--- config.mk ---
export PLATFORM = sky130hd
export DESIGN_NAME = icsp_serial_programming_master_core
export DESIGN_NICKNAME = d
export VERILOG_FILES = /design/src/design/icsp_pkg.sv /design/src/design/icsp_seq.sv /design/src/design/icsp_serial_programming_master_core.sv
export VERILOG_INCLUDE_DIRS = /design/src /design/src/design
export SDC_FILE = /design/constraint.sdc
export NUM_CORES = 1
export LEC_CHECK = 0
export ABC_AREA = 1
export BUFFER_PORTS_ARGS = -buffer_cell sky130_fd_sc_hd__buf_4
export CAP_MARGIN = 20
export CORE_ASPECT_RATIO = 0.5
export CORE_MARGIN = 1.5
export CORE_UTILIZATION = 60
export DETAILED_ROUTE_END_ITERATION = 7
export PLACE_DENSITY = 0.84
export SLEW_MARGIN = 30
export SYNTH_ARGS = -nofsm -noshare
export SYNTH_HDL_FRONTEND = slang
export SYNTH_SLANG_ARGS = --single-unit
--- constraint.sdc ---
create_clock -name clock -period 8.9 [get_ports clock]
set_clock_uncertainty 0.15 [all_clocks]
set_input_delay 0 -clock clock [delete_from_list [all_inputs] [get_ports clock]]
set_output_delay 0 -clock clock [all_outputs]
set_load 0.005 [all_outputs]
--- src/design/assert_macros.svh ---
// assertion macros used by the rtl top level
`ifndef ASSERT_MACROS_SVH
`define ASSERT_MACROS_SVH

// same-cycle implication, checked on every rising clock edge out of reset
`define ASSERT_SAME(label, clk, rst, ante, cons) \
   label: assert property (@(posedge clk) disable iff (rst) (ante) |-> (cons)) \
      else $error("assertion failed: same-cycle check");

// next-cycle implication, checked on every rising clock edge out of reset
`define ASSERT_NEXT(label, clk, rst, ante, cons) \
   label: assert property (@(posedge clk) disable iff (rst) (ante) |=> (cons)) \
      else $error("assertion failed: next-cycle check");

`endif

--- src/design/icsp_pkg.sv ---
// types and constants of the icsp serial programming master
`default_nettype none

package icsp_pkg;

   // sequencer phases
   typedef enum logic [4:0] {
      PH_IDLE, PH_C_PULSE, PH_C_KEYSET, PH_K_DATA, PH_K_HIGH, PH_K_LOW,
      PH_C_RELEASE, PH_I_HIGH, PH_I_LOW, PH_END, PH_Z_HIGH, PH_Z_LOW,
      PH_X_DATA, PH_X_HIGH, PH_X_LOW, PH_R1_HIGH, PH_R1_LOW, PH_R0_DATA,
      PH_RC_HIGH, PH_RC_LOW, PH_RD_HIGH, PH_RD_LOW, PH_RF_HIGH, PH_RF_LOW,
      PH_R_END, PH_D_END, PH_H_END
   } phase_type;

   // command codes, the remaining codes are ignored
   typedef enum logic [2:0] {
      OP_CONNECT     = 3'd0,
      OP_SIX         = 3'd1,
      OP_REGOUT      = 3'd2,
      OP_DISCONNECT  = 3'd3,
      OP_RESET_PULSE = 3'd4
   } op_type;

   // configuration register indexes
   typedef enum logic [2:0] {
      CSR_HALF_PERIOD     = 3'd0,
      CSR_ENTRY_KEY       = 3'd1,
      CSR_RESET_SETUP     = 3'd2,
      CSR_RESET_PULSE     = 3'd3,
      CSR_KEY_SETUP       = 3'd4,
      CSR_ENTRY_WAIT      = 3'd5,
      CSR_HARD_RESET      = 3'd6,
      CSR_DISCONNECT_WAIT = 3'd7
   } csr_index_type;

   // which delay register loads the tick counter
   typedef enum logic [2:0] {
      DLY_HALF, DLY_RESET_SETUP, DLY_RESET_PULSE, DLY_KEY_SETUP,
      DLY_ENTRY_WAIT, DLY_HARD_RESET, DLY_DISCONNECT
   } dly_type;

   localparam int DELAY_WIDTH = 24;

   // bit and clock counts of the sequences
   localparam logic [5:0] KEY_BITS     = 6'd32;
   localparam logic [5:0] IDLE_CLOCKS  = 6'd33;
   localparam logic [5:0] SIX_BITS     = 6'd24;
   localparam logic [5:0] ZERO_CLOCKS  = 6'd4;
   localparam logic [5:0] REGOUT_LEAD  = 6'd10;
   localparam logic [5:0] READ_BITS    = 6'd16;

   typedef struct packed {
      logic [7:0]             half_period;
      logic [31:0]            entry_key;
      logic [DELAY_WIDTH-1:0] reset_setup_ticks;
      logic [DELAY_WIDTH-1:0] reset_pulse_ticks;
      logic [DELAY_WIDTH-1:0] key_setup_ticks;
      logic [DELAY_WIDTH-1:0] entry_wait_ticks;
      logic [DELAY_WIDTH-1:0] hard_reset_ticks;
      logic [DELAY_WIDTH-1:0] disconnect_wait_ticks;
   } cfg_type;

   typedef struct packed {
      logic mclr;
      logic pgd_drive;
      logic pgd_out;
      logic pgc;
   } pins_type;

   typedef struct packed {
      pins_type    pins;
      logic        busy;
      logic        read_valid;
      logic [15:0] read_data;
   } status_type;

endpackage

`default_nettype wire

--- src/design/icsp_seq.sv ---
// pin sequencer: one tick of the command state machine per step
`default_nettype none

module icsp_seq #(
   parameter int COUNT_WIDTH = 24
) (
   input  wire logic                 clock,
   input  wire logic                 reset,
   input  wire logic                 step,
   input  wire logic                 cmd_valid,
   input  wire logic [2:0]           op,
   input  wire logic [23:0]          instr,
   input  wire logic                 pgd_in,
   input  wire icsp_pkg::cfg_type    cfg,
   output icsp_pkg::status_type      status
);

   localparam int DW = icsp_pkg::DELAY_WIDTH;

   icsp_pkg::phase_type   phase_ff, phase_in;
   logic [COUNT_WIDTH-1:0] wait_ff, wait_in, arm_val;
   logic [5:0]            bit_ff, bit_in, bit_inc;
   logic [31:0]           shift_ff, shift_in;
   logic [15:0]           rdsh_ff, rdsh_in;
   icsp_pkg::pins_type    pins_ff, pins_in;
   logic                  arm_en, rv;
   icsp_pkg::dly_type     dly_sel;
   logic [DW-1:0]         dly_raw, dly_min;
   logic                  is_idle, do_act;
   logic [4:0]            rd_idx;

   assign is_idle = (phase_ff == icsp_pkg::PH_IDLE);
   assign do_act  = !is_idle && (wait_ff == '0);
   assign bit_inc = bit_ff + 6'd1;
   assign rd_idx  = {1'b0, bit_ff[3:0]};

   // next phase and which delay to load
   always_comb begin
      phase_in = phase_ff;
      arm_en   = 1'b0;
      dly_sel  = icsp_pkg::DLY_HALF;
      if (is_idle) begin
         if (cmd_valid) begin
            unique case (icsp_pkg::op_type'(op))
               icsp_pkg::OP_CONNECT: begin
                  phase_in = icsp_pkg::PH_C_PULSE;
                  arm_en   = 1'b1;
                  dly_sel  = icsp_pkg::DLY_RESET_SETUP;
               end
               icsp_pkg::OP_SIX: begin
                  phase_in = icsp_pkg::PH_Z_LOW;
                  arm_en   = 1'b1;
               end
               icsp_pkg::OP_REGOUT: begin
                  phase_in = icsp_pkg::PH_R1_HIGH;
                  arm_en   = 1'b1;
               end
               icsp_pkg::OP_DISCONNECT: begin
                  phase_in = icsp_pkg::PH_D_END;
                  arm_en   = 1'b1;
                  dly_sel  = icsp_pkg::DLY_DISCONNECT;
               end
               icsp_pkg::OP_RESET_PULSE: begin
                  phase_in = icsp_pkg::PH_H_END;
                  arm_en   = 1'b1;
                  dly_sel  = icsp_pkg::DLY_HARD_RESET;
               end
               default: ;
            endcase
         end
      end else if (do_act) begin
         arm_en = 1'b1;
         unique case (phase_ff)
            icsp_pkg::PH_C_PULSE: begin
               phase_in = icsp_pkg::PH_C_KEYSET;
               dly_sel  = icsp_pkg::DLY_RESET_PULSE;
            end
            icsp_pkg::PH_C_KEYSET: begin
               phase_in = icsp_pkg::PH_K_DATA;
               dly_sel  = icsp_pkg::DLY_KEY_SETUP;
            end
            icsp_pkg::PH_K_DATA:  phase_in = icsp_pkg::PH_K_HIGH;
            icsp_pkg::PH_K_HIGH:  phase_in = icsp_pkg::PH_K_LOW;
            icsp_pkg::PH_K_LOW:
               phase_in = (bit_inc >= icsp_pkg::KEY_BITS) ? icsp_pkg::PH_C_RELEASE
                                                          : icsp_pkg::PH_K_DATA;
            icsp_pkg::PH_C_RELEASE: begin
               phase_in = icsp_pkg::PH_I_HIGH;
               dly_sel  = icsp_pkg::DLY_ENTRY_WAIT;
            end
            icsp_pkg::PH_I_HIGH:  phase_in = icsp_pkg::PH_I_LOW;
            icsp_pkg::PH_I_LOW:
               phase_in = (bit_inc >= icsp_pkg::IDLE_CLOCKS) ? icsp_pkg::PH_END
                                                             : icsp_pkg::PH_I_HIGH;
            icsp_pkg::PH_Z_HIGH:  phase_in = icsp_pkg::PH_Z_LOW;
            icsp_pkg::PH_Z_LOW:
               phase_in = (bit_inc >= icsp_pkg::ZERO_CLOCKS) ? icsp_pkg::PH_X_DATA
                                                             : icsp_pkg::PH_Z_HIGH;
            icsp_pkg::PH_X_DATA:  phase_in = icsp_pkg::PH_X_HIGH;
            icsp_pkg::PH_X_HIGH:  phase_in = icsp_pkg::PH_X_LOW;
            icsp_pkg::PH_X_LOW:
               phase_in = (bit_inc >= icsp_pkg::SIX_BITS) ? icsp_pkg::PH_END
                                                          : icsp_pkg::PH_X_DATA;
            icsp_pkg::PH_R1_HIGH: phase_in = icsp_pkg::PH_R1_LOW;
            icsp_pkg::PH_R1_LOW:  phase_in = icsp_pkg::PH_R0_DATA;
            icsp_pkg::PH_R0_DATA: phase_in = icsp_pkg::PH_RC_HIGH;
            icsp_pkg::PH_RC_HIGH: phase_in = icsp_pkg::PH_RC_LOW;
            icsp_pkg::PH_RC_LOW:
               phase_in = (bit_inc >= icsp_pkg::REGOUT_LEAD) ? icsp_pkg::PH_RD_HIGH
                                                             : icsp_pkg::PH_RC_HIGH;
            icsp_pkg::PH_RD_HIGH: phase_in = icsp_pkg::PH_RD_LOW;
            icsp_pkg::PH_RD_LOW:
               phase_in = (bit_inc >= icsp_pkg::READ_BITS) ? icsp_pkg::PH_RF_HIGH
                                                           : icsp_pkg::PH_RD_HIGH;
            icsp_pkg::PH_RF_HIGH: phase_in = icsp_pkg::PH_RF_LOW;
            icsp_pkg::PH_RF_LOW:  phase_in = icsp_pkg::PH_R_END;
            default: begin
               // end phases and unused codes fall back to idle
               phase_in = icsp_pkg::PH_IDLE;
               arm_en   = 1'b0;
            end
         endcase
      end
   end

   // pins, counters and shift registers
   always_comb begin
      pins_in  = pins_ff;
      bit_in   = bit_ff;
      shift_in = shift_ff;
      rdsh_in  = rdsh_ff;
      rv       = 1'b0;
      if (is_idle) begin
         if (cmd_valid) begin
            unique case (icsp_pkg::op_type'(op))
               icsp_pkg::OP_CONNECT: begin
                  bit_in            = '0;
                  pins_in.pgc       = 1'b0;
                  pins_in.pgd_out   = 1'b0;
                  pins_in.pgd_drive = 1'b1;
                  pins_in.mclr      = 1'b0;
               end
               icsp_pkg::OP_SIX: begin
                  bit_in            = '0;
                  shift_in          = {8'd0, instr};
                  pins_in.pgd_drive = 1'b1;
                  pins_in.pgd_out   = 1'b0;
                  pins_in.pgc       = 1'b1;
               end
               icsp_pkg::OP_REGOUT: begin
                  bit_in            = '0;
                  shift_in          = '0;
                  pins_in.pgc       = 1'b0;
                  pins_in.pgd_drive = 1'b1;
                  pins_in.pgd_out   = 1'b1;
               end
               icsp_pkg::OP_DISCONNECT: begin
                  bit_in            = '0;
                  pins_in.pgd_drive = 1'b1;
                  pins_in.pgd_out   = 1'b0;
                  pins_in.pgc       = 1'b0;
               end
               icsp_pkg::OP_RESET_PULSE: begin
                  bit_in       = '0;
                  pins_in.mclr = 1'b0;
               end
               default: ;
            endcase
         end
      end else if (do_act) begin
         unique case (phase_ff)
            icsp_pkg::PH_C_PULSE: pins_in.mclr = 1'b1;
            icsp_pkg::PH_C_KEYSET: begin
               pins_in.mclr = 1'b0;
               shift_in     = cfg.entry_key;
               bit_in       = '0;
            end
            icsp_pkg::PH_K_DATA, icsp_pkg::PH_X_DATA: begin
               pins_in.pgd_drive = 1'b1;
               pins_in.pgd_out   = shift_ff[0];
            end
            icsp_pkg::PH_K_LOW, icsp_pkg::PH_X_LOW: begin
               pins_in.pgc = 1'b0;
               shift_in    = {1'b0, shift_ff[31:1]};
               bit_in      = bit_inc;
            end
            icsp_pkg::PH_C_RELEASE: begin
               pins_in.pgd_out   = 1'b0;
               pins_in.pgd_drive = 1'b0;
               pins_in.mclr      = 1'b1;
               bit_in            = '0;
            end
            icsp_pkg::PH_I_HIGH: begin
               pins_in.pgd_drive = 1'b1;
               pins_in.pgd_out   = 1'b0;
               pins_in.pgc       = 1'b1;
            end
            icsp_pkg::PH_I_LOW: begin
               pins_in.pgc = 1'b0;
               bit_in      = bit_inc;
            end
            icsp_pkg::PH_END: begin
               pins_in.pgd_out   = 1'b0;
               pins_in.pgd_drive = 1'b0;
            end
            icsp_pkg::PH_K_HIGH, icsp_pkg::PH_Z_HIGH, icsp_pkg::PH_X_HIGH,
            icsp_pkg::PH_R1_HIGH, icsp_pkg::PH_RC_HIGH, icsp_pkg::PH_RF_HIGH:
               pins_in.pgc = 1'b1;
            icsp_pkg::PH_Z_LOW: begin
               pins_in.pgc = 1'b0;
               bit_in = (bit_inc >= icsp_pkg::ZERO_CLOCKS) ? 6'd0 : bit_inc;
            end
            icsp_pkg::PH_R1_LOW, icsp_pkg::PH_RF_LOW: pins_in.pgc = 1'b0;
            icsp_pkg::PH_R0_DATA: begin
               pins_in.pgd_out = 1'b0;
               bit_in          = '0;
            end
            icsp_pkg::PH_RC_LOW: begin
               pins_in.pgc = 1'b0;
               bit_in = (bit_inc >= icsp_pkg::REGOUT_LEAD) ? 6'd0 : bit_inc;
            end
            icsp_pkg::PH_RD_HIGH: begin
               pins_in.pgd_drive = 1'b0;
               pins_in.pgc       = 1'b1;
            end
            icsp_pkg::PH_RD_LOW: begin
               // sample the data pin on the falling clock edge, lsb first
               pins_in.pgc      = 1'b0;
               shift_in[rd_idx] = shift_ff[rd_idx] | pgd_in;
               bit_in           = bit_inc;
            end
            icsp_pkg::PH_R_END: begin
               rdsh_in = shift_ff[15:0];
               rv      = 1'b1;
            end
            icsp_pkg::PH_D_END: pins_in.mclr = 1'b0;
            icsp_pkg::PH_H_END: pins_in.mclr = 1'b1;
            default: ;
         endcase
      end
   end

   // delay select, zero counts as one tick
   always_comb begin
      unique case (dly_sel)
         icsp_pkg::DLY_HALF:        dly_raw = {{(DW-8){1'b0}}, cfg.half_period};
         icsp_pkg::DLY_RESET_SETUP: dly_raw = cfg.reset_setup_ticks;
         icsp_pkg::DLY_RESET_PULSE: dly_raw = cfg.reset_pulse_ticks;
         icsp_pkg::DLY_KEY_SETUP:   dly_raw = cfg.key_setup_ticks;
         icsp_pkg::DLY_ENTRY_WAIT:  dly_raw = cfg.entry_wait_ticks;
         icsp_pkg::DLY_HARD_RESET:  dly_raw = cfg.hard_reset_ticks;
         icsp_pkg::DLY_DISCONNECT:  dly_raw = cfg.disconnect_wait_ticks;
         default:                   dly_raw = '0;
      endcase
      dly_min = (dly_raw == '0) ? DW'(1) : dly_raw;
   end

   // counter load value, saturating at the counter width
   generate
      if (COUNT_WIDTH >= DW) begin : g_wide
         assign arm_val = COUNT_WIDTH'(dly_min) - COUNT_WIDTH'(1);
      end else begin : g_narrow
         assign arm_val = (|dly_min[DW-1:COUNT_WIDTH])
                        ? ({COUNT_WIDTH{1'b1}} - COUNT_WIDTH'(1))
                        : (dly_min[COUNT_WIDTH-1:0] - COUNT_WIDTH'(1));
      end
   endgenerate

   // tick counter
   always_comb begin
      if (arm_en) begin
         wait_in = arm_val;
      end else if (!is_idle && (wait_ff != '0)) begin
         wait_in = wait_ff - COUNT_WIDTH'(1);
      end else begin
         wait_in = wait_ff;
      end
   end

   // state registers, advanced once per accepted item
   always_ff @(posedge clock) begin
      if (reset) begin
         phase_ff <= icsp_pkg::PH_IDLE;
         wait_ff  <= '0;
         bit_ff   <= '0;
         shift_ff <= '0;
         rdsh_ff  <= '0;
         pins_ff  <= '{mclr: 1'b1, pgd_drive: 1'b1, pgd_out: 1'b0, pgc: 1'b0};
      end else if (step) begin
         phase_ff <= phase_in;
         wait_ff  <= wait_in;
         bit_ff   <= bit_in;
         shift_ff <= shift_in;
         rdsh_ff  <= rdsh_in;
         pins_ff  <= pins_in;
      end
   end

   // result of this tick
   assign status.pins       = pins_in;
   assign status.busy       = (phase_in != icsp_pkg::PH_IDLE);
   assign status.read_valid = rv;
   assign status.read_data  = rdsh_in;

endmodule

`default_nettype wire

--- src/design/icsp_serial_programming_master_core.sv ---
// top level of the icsp serial programming master
//
// channel  direction  carries
// req      in         one timebase tick: command, instruction, sampled data pin
// rsp      out        pin levels, busy, read strobe and read data after the tick
// csr      in         register writes, index 0 to 7
//
// one item per cycle while rsp takes every result: each accepted tick updates the
// sequencer and lands in the result register on the same edge.
// req_tready follows rsp_tready while a result is held; the result register
// parts the two sides, and a stall on rsp holds the sequencer where it stands.
// reset (synchronous) returns the registers to their default values, mclr high,
// data driven low, and empties the result register.
`default_nettype none

`include "assert_macros.svh"

module icsp_serial_programming_master_core #(
   parameter int COUNT_WIDTH = 24
) (
   input  wire logic        clock,
   input  wire logic        reset,
   // ticks in
   input  wire logic        req_tvalid,
   output      logic        req_tready,
   input  wire logic [31:0] req_tdata,   // instruction[23:0], pgd_in[24], zero
   input  wire logic [3:0]  req_tuser,   // command_valid[0], operation[3:1]
   // results out
   output      logic        rsp_tvalid,
   input  wire logic        rsp_tready,
   // pgc[0], pgd_out[1], pgd_drive[2], mclr[3], busy_res[4], read_valid[5],
   // read_data[21:6], zero
   output      logic [23:0] rsp_tdata,
   // register writes
   input  wire logic        csr_wr_en,
   input  wire logic [2:0]  csr_index,
   input  wire logic [31:0] csr_wdata
);

   localparam int DW = icsp_pkg::DELAY_WIDTH;

   icsp_pkg::cfg_type    cfg_ff;
   icsp_pkg::status_type status;
   logic                 rsp_valid_ff;
   logic [23:0]          rsp_data_ff;
   logic                 accept;

   assign req_tready = !rsp_valid_ff || rsp_tready;
   assign accept     = req_tvalid && req_tready;

   // configuration registers
   always_ff @(posedge clock) begin
      if (reset) begin
         cfg_ff.half_period           <= 8'd10;
         cfg_ff.entry_key             <= 32'd0;
         cfg_ff.reset_setup_ticks     <= DW'(3000);
         cfg_ff.reset_pulse_ticks     <= DW'(200);
         cfg_ff.key_setup_ticks       <= DW'(10);
         cfg_ff.entry_wait_ticks      <= DW'(25000);
         cfg_ff.hard_reset_ticks      <= DW'(20000);
         cfg_ff.disconnect_wait_ticks <= DW'(10000);
      end else if (csr_wr_en) begin
         unique case (icsp_pkg::csr_index_type'(csr_index))
            icsp_pkg::CSR_HALF_PERIOD:     cfg_ff.half_period <= csr_wdata[7:0];
            icsp_pkg::CSR_ENTRY_KEY:       cfg_ff.entry_key <= csr_wdata;
            icsp_pkg::CSR_RESET_SETUP:     cfg_ff.reset_setup_ticks <= csr_wdata[DW-1:0];
            icsp_pkg::CSR_RESET_PULSE:     cfg_ff.reset_pulse_ticks <= csr_wdata[DW-1:0];
            icsp_pkg::CSR_KEY_SETUP:       cfg_ff.key_setup_ticks <= csr_wdata[DW-1:0];
            icsp_pkg::CSR_ENTRY_WAIT:      cfg_ff.entry_wait_ticks <= csr_wdata[DW-1:0];
            icsp_pkg::CSR_HARD_RESET:      cfg_ff.hard_reset_ticks <= csr_wdata[DW-1:0];
            icsp_pkg::CSR_DISCONNECT_WAIT:
               cfg_ff.disconnect_wait_ticks <= csr_wdata[DW-1:0];
            default: ;
         endcase
      end
   end

   // pin sequencer
   icsp_seq #(
      .COUNT_WIDTH (COUNT_WIDTH)
   ) u_seq (
      .clock     (clock),
      .reset     (reset),
      .step      (accept),
      .cmd_valid (req_tuser[0]),
      .op        (req_tuser[3:1]),
      .instr     (req_tdata[23:0]),
      .pgd_in    (req_tdata[24]),
      .cfg       (cfg_ff),
      .status    (status)
   );

   // result register
   always_ff @(posedge clock) begin
      if (reset) begin
         rsp_valid_ff <= 1'b0;
      end else if (accept) begin
         rsp_valid_ff <= 1'b1;
      end else if (rsp_tready) begin
         rsp_valid_ff <= 1'b0;
      end
   end

   always_ff @(posedge clock) begin
      if (accept) begin
         rsp_data_ff <= {2'b00, status.read_data, status.read_valid, status.busy,
                         status.pins.mclr, status.pins.pgd_drive,
                         status.pins.pgd_out, status.pins.pgc};
      end
   end

   assign rsp_tvalid = rsp_valid_ff;
   assign rsp_tdata  = rsp_data_ff;

   // a held result blocks new ticks
   `ASSERT_SAME(a_stall_blocks, clock, reset, rsp_valid_ff && !rsp_tready, !req_tready)
   // every accepted tick yields a result on the next cycle
   `ASSERT_NEXT(a_accept_result, clock, reset, accept, rsp_valid_ff)
   // a finished read leaves the data pin released and the block idle
   `ASSERT_SAME(a_read_end, clock, reset, rsp_valid_ff && rsp_data_ff[5],
                !rsp_data_ff[2] && !rsp_data_ff[4])

endmodule

`default_nettype wire

; Yosys cells after proc, flatten, opt, wreduce, memory -nomap -nowiden
; Index checks and enable logic that the tools add are counted.
[op_classes]
bitwise = 2
n_reduce_logical = 47
add_sub_neg = 3
magnitude_cmp = 8
mux = 57
eq_ne = 46
[ops]
columns = cell, count
row1 = one-hot mux 24 bit (7 select lines), 1
row2 = one-hot mux 5 bit (22 select lines), 1
row3 = 2-to-1 mux 32 bit, 3
row4 = one-hot mux 32 bit (3 select lines), 1
row5 = 2-to-1 mux 24 bit, 3
row6 = one-hot mux 32 bit (2 select lines), 1
row7 = "== test 5 bit, second input constant", 11
row8 = zero test 24 bit, 2
row9 = 2-to-1 mux 16 bit, 3
row10 = "subtractor 24 x 1 -> 24 bit, second input constant", 2
row11 = "== test 5 x 4 -> 1 bit, second input constant", 8
row12 = 2-to-1 mux 6 bit, 6
row13 = bitwise mux 32 bit, 1
row14 = one-hot mux 3 bit (3 select lines), 3
row15 = one-hot mux 5 bit (5 select lines), 1
row16 = "== test 3 bit, second input constant", 8
row17 = one-hot mux 6 bit (4 select lines), 1
row18 = nonzero test 24 bit, 1
row19 = OR reduction 22 bit, 1
row20 = 2-to-1 mux 3 bit, 7
row21 = "== test 5 x 3 -> 1 bit, second input constant", 4
row22 = "== test 3 x 2 -> 1 bit, second input constant", 6
row23 = AND reduction 2 bit, 9
row24 = 2-to-1 mux 4 bit, 4
row25 = other kinds (34), 75
[totals]
out_inout_bits = 26
regBits = 294
inputBits = 76
wordCells = 183

; Depth between registers and ports, before layout
[logic_depth]
depth_word = 11
ltp_mapped = 31
ltp_nobuf = 31

; Cells and area by module
; From an unflattened synthesis, not the netlist that was laid out.
[unflattened]
hier_cells = 2443
hier_area_um2 = 15828.9
[modules_own_cells]
columns = module, cells_per_inst, n_inst, seq_area_each_um2, area_per_inst_um2
row1 = icsp_seq, 1393, 1, 1741.7, 7981.4
row2 = icsp_serial_programming_master_core, 1050, 1, 4364.2, 7847.5

; Worst setup path before layout
; Ideal clock, no wire load.
[synth_timing]
path_kind = reg-to-reg
from = reg u_seq.phase_ff[3]
to = reg u_seq.wait_ff[10]
arrival_ns = 3.048
setup_slack_ns = 5.586
setup_ns = 0.115
period_less_slack_ns = 3.314
path_stages_with_launch = 29
t_required_ns = 8.635
n_path_buf = 2
cell_sequence = dfxtp_1 -> nor2_2 -> nand3_4 -> inv_2 -> buf_6 -> nand3_2 -> nand2_2 -> nand2_1 -> nor2_4 -> buf_6 -> nand2_1 -> nand2_1 -> nor2_2 -> nand2_2 -> nor2_1 -> nand2_1 -> nor2_1 -> nand2_1 -> nand2_2 -> nand2_4 -> ha_1 -> inv_1 -> nor2_2 -> nand2_1 -> nor2_2 -> nand2_2 -> xnor2_1 -> o21ai_0 -> inv_1
[synth_between]
elab_chain_len = 11
word_cells_on_any_way = 47
classes_between = 1 x add/sub / 28 x eq/ne / 9 x mux / 9 x reduce/logical
[synth_rtl]
columns = element, line
row1 = "start, declared", icsp_seq.sv:20  ; icsp_pkg::phase_type phase_ff, phase_in;
row2 = "start signal, assigned", icsp_seq.sv:283  ; phase_ff <= icsp_pkg::PH_IDLE;
row3 = "start signal, assigned", icsp_seq.sv:290  ; phase_ff <= phase_in;
row4 = branches (longest 11 deep; another with subtractor 24 x 1 -> 24 bit), --
row5 = "end signal, assigned", icsp_seq.sv:291  ; wait_ff <= wait_in;
row6 = "end, declared", icsp_seq.sv:21  ; logic [COUNT_WIDTH-1:0] wait_ff, wait_in, arm_val;
; Several ways; the timed one is not identified.
; A chain may end at the register's enable or synchronous reset.

; Worst setup path in the final report
[layout_timing]
from = reg u_seq.phase_ff[4]
to = reg u_seq.wait_ff[16]
; The elaborated chain is that of the path after synthesis.

==> impl_summary.md <==
Worst setup path
The startpoint of the most critical setup path is u_seq.phase_ff[4]. The category of the critical setup timing path is reg -> reg. Setup slack on the worst reg-to-reg path comes out at 3.49 ns. The kind of end point of the critical path is a flop.

The launch point of the worst reg-to-reg path is u_seq.phase_ff[4]. At the worst endpoint, the required time is 9.20 ns. The startpoint type of the worst setup path is a flop. Along the worst path, the maximum fanout reaches 34. STA puts the critical path data arrival time at 5.71 ns.

Synthesis
The sequential area share after synthesis is 0.406. The post-synth design cell area is 0.0150 mm2. Ranked by instance count, the synthesized netlist is headed by sky130_fd_sc_hd__nor2_1, sky130_fd_sc_hd__nand2_1, sky130_fd_sc_hd__o21ai_0.

The commonest register cell after synthesis is sky130_fd_sc_hd__dfxtp_1. The Yosys step of the flow raised 0 warnings. Of the post-synthesis cell area, the dominant cell type holds 0.362. Counting flops with an async set or reset pin after synthesis yields a share of 0. In the post-synthesis netlist, the biggest area contributors are sky130_fd_sc_hd__dfxtp_1, sky130_fd_sc_hd__nor2_1, sky130_fd_sc_hd__nand2_1, sky130_fd_sc_hd__o21ai_0, sky130_fd_sc_hd__nand3_1. sky130_fd_sc_hd__dfxtp_1 takes more of the synthesized area than any other cell.

The average cell area after synthesis is 6.73 um2. By instance count, the leading cell after synthesis is sky130_fd_sc_hd__nor2_1. Counting every instance in the synthesized netlist gives 2,231.

Yosys mapped the design onto 55 distinct sky130hd cell types. The post-synthesis register bit count is 294. The number of enable flip-flop cells after synthesis is 22.

Global routing
The via count of the first global-routing pass is 14.3k. The largest net degree at the start of global routing is 137. For this run, the total global-route usage over all layers was measured as 0.359.

Global routing finished with a remaining overflow of 0. The number of antenna violations at the first check in global routing was 1. The first global-routing pass estimated 74.6 mm of wire.

Detailed routing
The remaining routing DRC violations is 0. Across all layers, the routed design uses 15.7k vias. The first detailed-routing pass ran for 6 iterations. The per-cell via count in the routed design is 5.82. The antenna violation net count after detailed routing is 0.

The mean routed wirelength per cell is 17.3 um. The first routing iteration left 2,081 violations. The routed wire length is 46.8 mm.

CTS
TritonCTS built the clock tree. After clock tree synthesis, the clock-pin slew on the worst setup and hold paths is 0.07 ns. The buffer type at the clock tree root is sky130_fd_sc_hd__clkbuf_16. In this run the deepest clock path goes through 3 buffers. The total CTS buffers is 26. Post-CTS repair changed the size of 0 cells. Once the clock tree was built, the setup fixing pass inserted 0 buffers. The TritonCTS sink count is 294. The maximum level of the CTS H-tree is 1. For the worst-skew pair, the clock arrives at the later sink with an insertion delay of 0.56 ns. The post-cts hold buffer count is 92.

Final layout
The final layout contains 2,423 nets. The area growth from synthesis to layout is 16.6%. The post-layout utilization of the core is 0.722. In the final layout, the share of cells above drive strength 1 is 0.0966.

Power
Summing internal, switching and leakage power gives 0.00324 W. VDD sags by at most 0.163 mV. In this run the static leakage power is 7.95 nW. For this design the ratio of total power to cell area is 185 mW/mm2.

STA
Setup violations remaining at the end of the flow were counted as 0. The max-slew violation count is 0. The clock period minus final worst setup slack is 5.41 ns. In this run the tightest slew margin relative to its limit is 0.340. The maximum frequency from static timing analysis is 185 MHz. Dividing the final minimum period by the clock period gives 0.607. The pin slew with the least headroom to its limit is 0.990 ns. The worst setup slack after layout is 3.49 ns. Setup repair after global routing left no endpoint under its margin.

The number of failing hold endpoints at the final stage is 0. The setup TNS after final layout is 0 ns.

Floorplan
The floorplan die width is 227 um. The number of ports placed on the die boundary is 102. In this run the vertical extent of the chip is 115 um.

The full die area is 0.0261 mm2. The initial core utilization is 0.619. The floorplan step defined a core boundary enclosing 0.0243 mm2. Row generation in the floorplan step produced 40 rows.

Placed design
Once detailed placement completed, the half-perimeter wirelength came to 28.9 mm. Routability-driven placement finished with a final weighted congestion of 0.945. The quantity of I/O buffers inserted on ports is 92. The worst setup slack after placement is 3.57 ns.

Hold path
The startpoint identified for the worst hold timing path is csr_wdata[11]. The worst hold path belongs to the class in -> reg.

Run status
The run finished with clean final reports.

Job
Max-cap violations in this run came to 0.
-- final timing paths --
kind	end	depth (start not counted)
setup / recovery	u_seq.wait_ff[16]	26
hold / removal	cfg_ff[35]	4
setup reg to reg	u_seq.wait_ff[16]	26
hold reg to reg	cfg_ff[94]	2
-- cell type report --
type                            count  area [um2]
Inverter                          235         887
Antenna cell                        1        2.50
Fill cell                        1965        6760
Clock inverter                      7        51.3
Timing Repair Buffer              203        1780
Multi-Input combinational cell   1581        7510
Tap cell                          336         420
Sequential cell                   294        6110
Clock buffer                       40         763
-- placed cells by master (no fill, tap or decap), types with 8 or more instances in the layout --
master                          count
sky130_fd_sc_hd__nor2_1           414
sky130_fd_sc_hd__nand2_1          383
sky130_fd_sc_hd__o21ai_0          282
sky130_fd_sc_hd__dfxtp_1          272
sky130_fd_sc_hd__inv_1            219
sky130_fd_sc_hd__nand3_1          173
sky130_fd_sc_hd__a21oi_1          119
sky130_fd_sc_hd__buf_4            109
sky130_fd_sc_hd__dlygate4sd3_1     92
sky130_fd_sc_hd__clkbuf_16         26
sky130_fd_sc_hd__nor2_2            22
sky130_fd_sc_hd__edfxtp_1          22
sky130_fd_sc_hd__a221oi_1          18
sky130_fd_sc_hd__o21ai_1           16
sky130_fd_sc_hd__nand2_2           15
sky130_fd_sc_hd__nor3_1            14
sky130_fd_sc_hd__nand4_1           12
sky130_fd_sc_hd__a22o_1            11
sky130_fd_sc_hd__nand3b_1          10
sky130_fd_sc_hd__o211ai_1           8
sky130_fd_sc_hd__a32oi_1            8
sky130_fd_sc_hd__clkbuf_1           8
-- kinds of logic (layout without fill, tap and decap cells) --
family | Yosys count | count (layout) | share of synthesized area
AO/OA/AOI/OAI | 502 | 502 | 0.185
AND/OR/NAND/NOR | 1065 | 1065 | 0.303
adder cells (fa/ha/maj) | 6 | 6 | 0.00500
XOR/XNOR | 5 | 5 | 0.00292
multiplexers | 1 | 1 | 0.00150
buffers and inverters | 357 | 485 | 0.0952
other | 1 | 3 | 0.000250
flip-flops | 294 | 294 | 0.406
-- layer usage --
metal / vias up / GRT usage / wire (um)
met5: - / 0 / 0
met1: 7222 / 0.493 / 20000
li1: 7493 / - / -
met4: 0 / 0.113 / 1450
met3: 132 / 0.0603 / 4740
met2: 862 / 0.580 / 20600
-- stage by stage --
step / hold slack [ns] / instance area, um2 / instances
after floorplan: -0.0484 / 15000 / 2232
after global placement: 0.0745 / 15700 / 2556
after detailed placement: 0.0832 / 15700 / 2556
after CTS: 0.0942 / 17500 / 2695
after global routing: 0.134 / 17500 / 2697
final: 0.124 / 17500 / 2697
-- state kept, by name, summed over array words and instances (netlist names) --
register,cells
rsp_tdata,22
u_seq.phase_ff,5
u_seq.shift_ff,32
u_seq.pins_ff,4
u_seq.bit_ff,6
u_seq.wait_ff,24
cfg_ff,184
rsp_tvalid,1
u_seq.rdsh_ff,16
-- report_power, final --
group          leakage, nW  internal [W]  switching, W  total (W)
clock                0.396      0.000592      0.000518    0.00111
combinational         5.12      0.000228      0.000464   0.000692
sequential            2.43       0.00140     0.0000389    0.00144
-- critical path, cell delays in order, from the launching register on --
cell and delay [ns]:
sky130_fd_sc_hd__dfxtp_1 0.57, sky130_fd_sc_hd__inv_1 0.35, sky130_fd_sc_hd__nand3_4 0.43, sky130_fd_sc_hd__inv_2 0.22, sky130_fd_sc_hd__nor2_4 0.37, sky130_fd_sc_hd__nand2_1 0.29, sky130_fd_sc_hd__inv_1 0.62, sky130_fd_sc_hd__nand2_1 0.12
sky130_fd_sc_hd__nand2_1 0.10, sky130_fd_sc_hd__nand3b_1 0.15, sky130_fd_sc_hd__nor2_1 0.12, sky130_fd_sc_hd__nand2_1 0.08, sky130_fd_sc_hd__nor2_1 0.04, sky130_fd_sc_hd__nand2_1 0.08, sky130_fd_sc_hd__nor2_1 0.05, sky130_fd_sc_hd__nand2_1 0.06
sky130_fd_sc_hd__nand2_2 0.08, sky130_fd_sc_hd__nand2_4 0.15, sky130_fd_sc_hd__ha_1 0.29, sky130_fd_sc_hd__inv_1 0.10, sky130_fd_sc_hd__nor2_2 0.15, sky130_fd_sc_hd__nand2_1 0.12, sky130_fd_sc_hd__inv_1 0.16, sky130_fd_sc_hd__nand3_1 0.11
sky130_fd_sc_hd__xor2_1 0.16, sky130_fd_sc_hd__o21ai_1 0.12, sky130_fd_sc_hd__inv_1 0.06
Power figures use the tool's default switching activity.
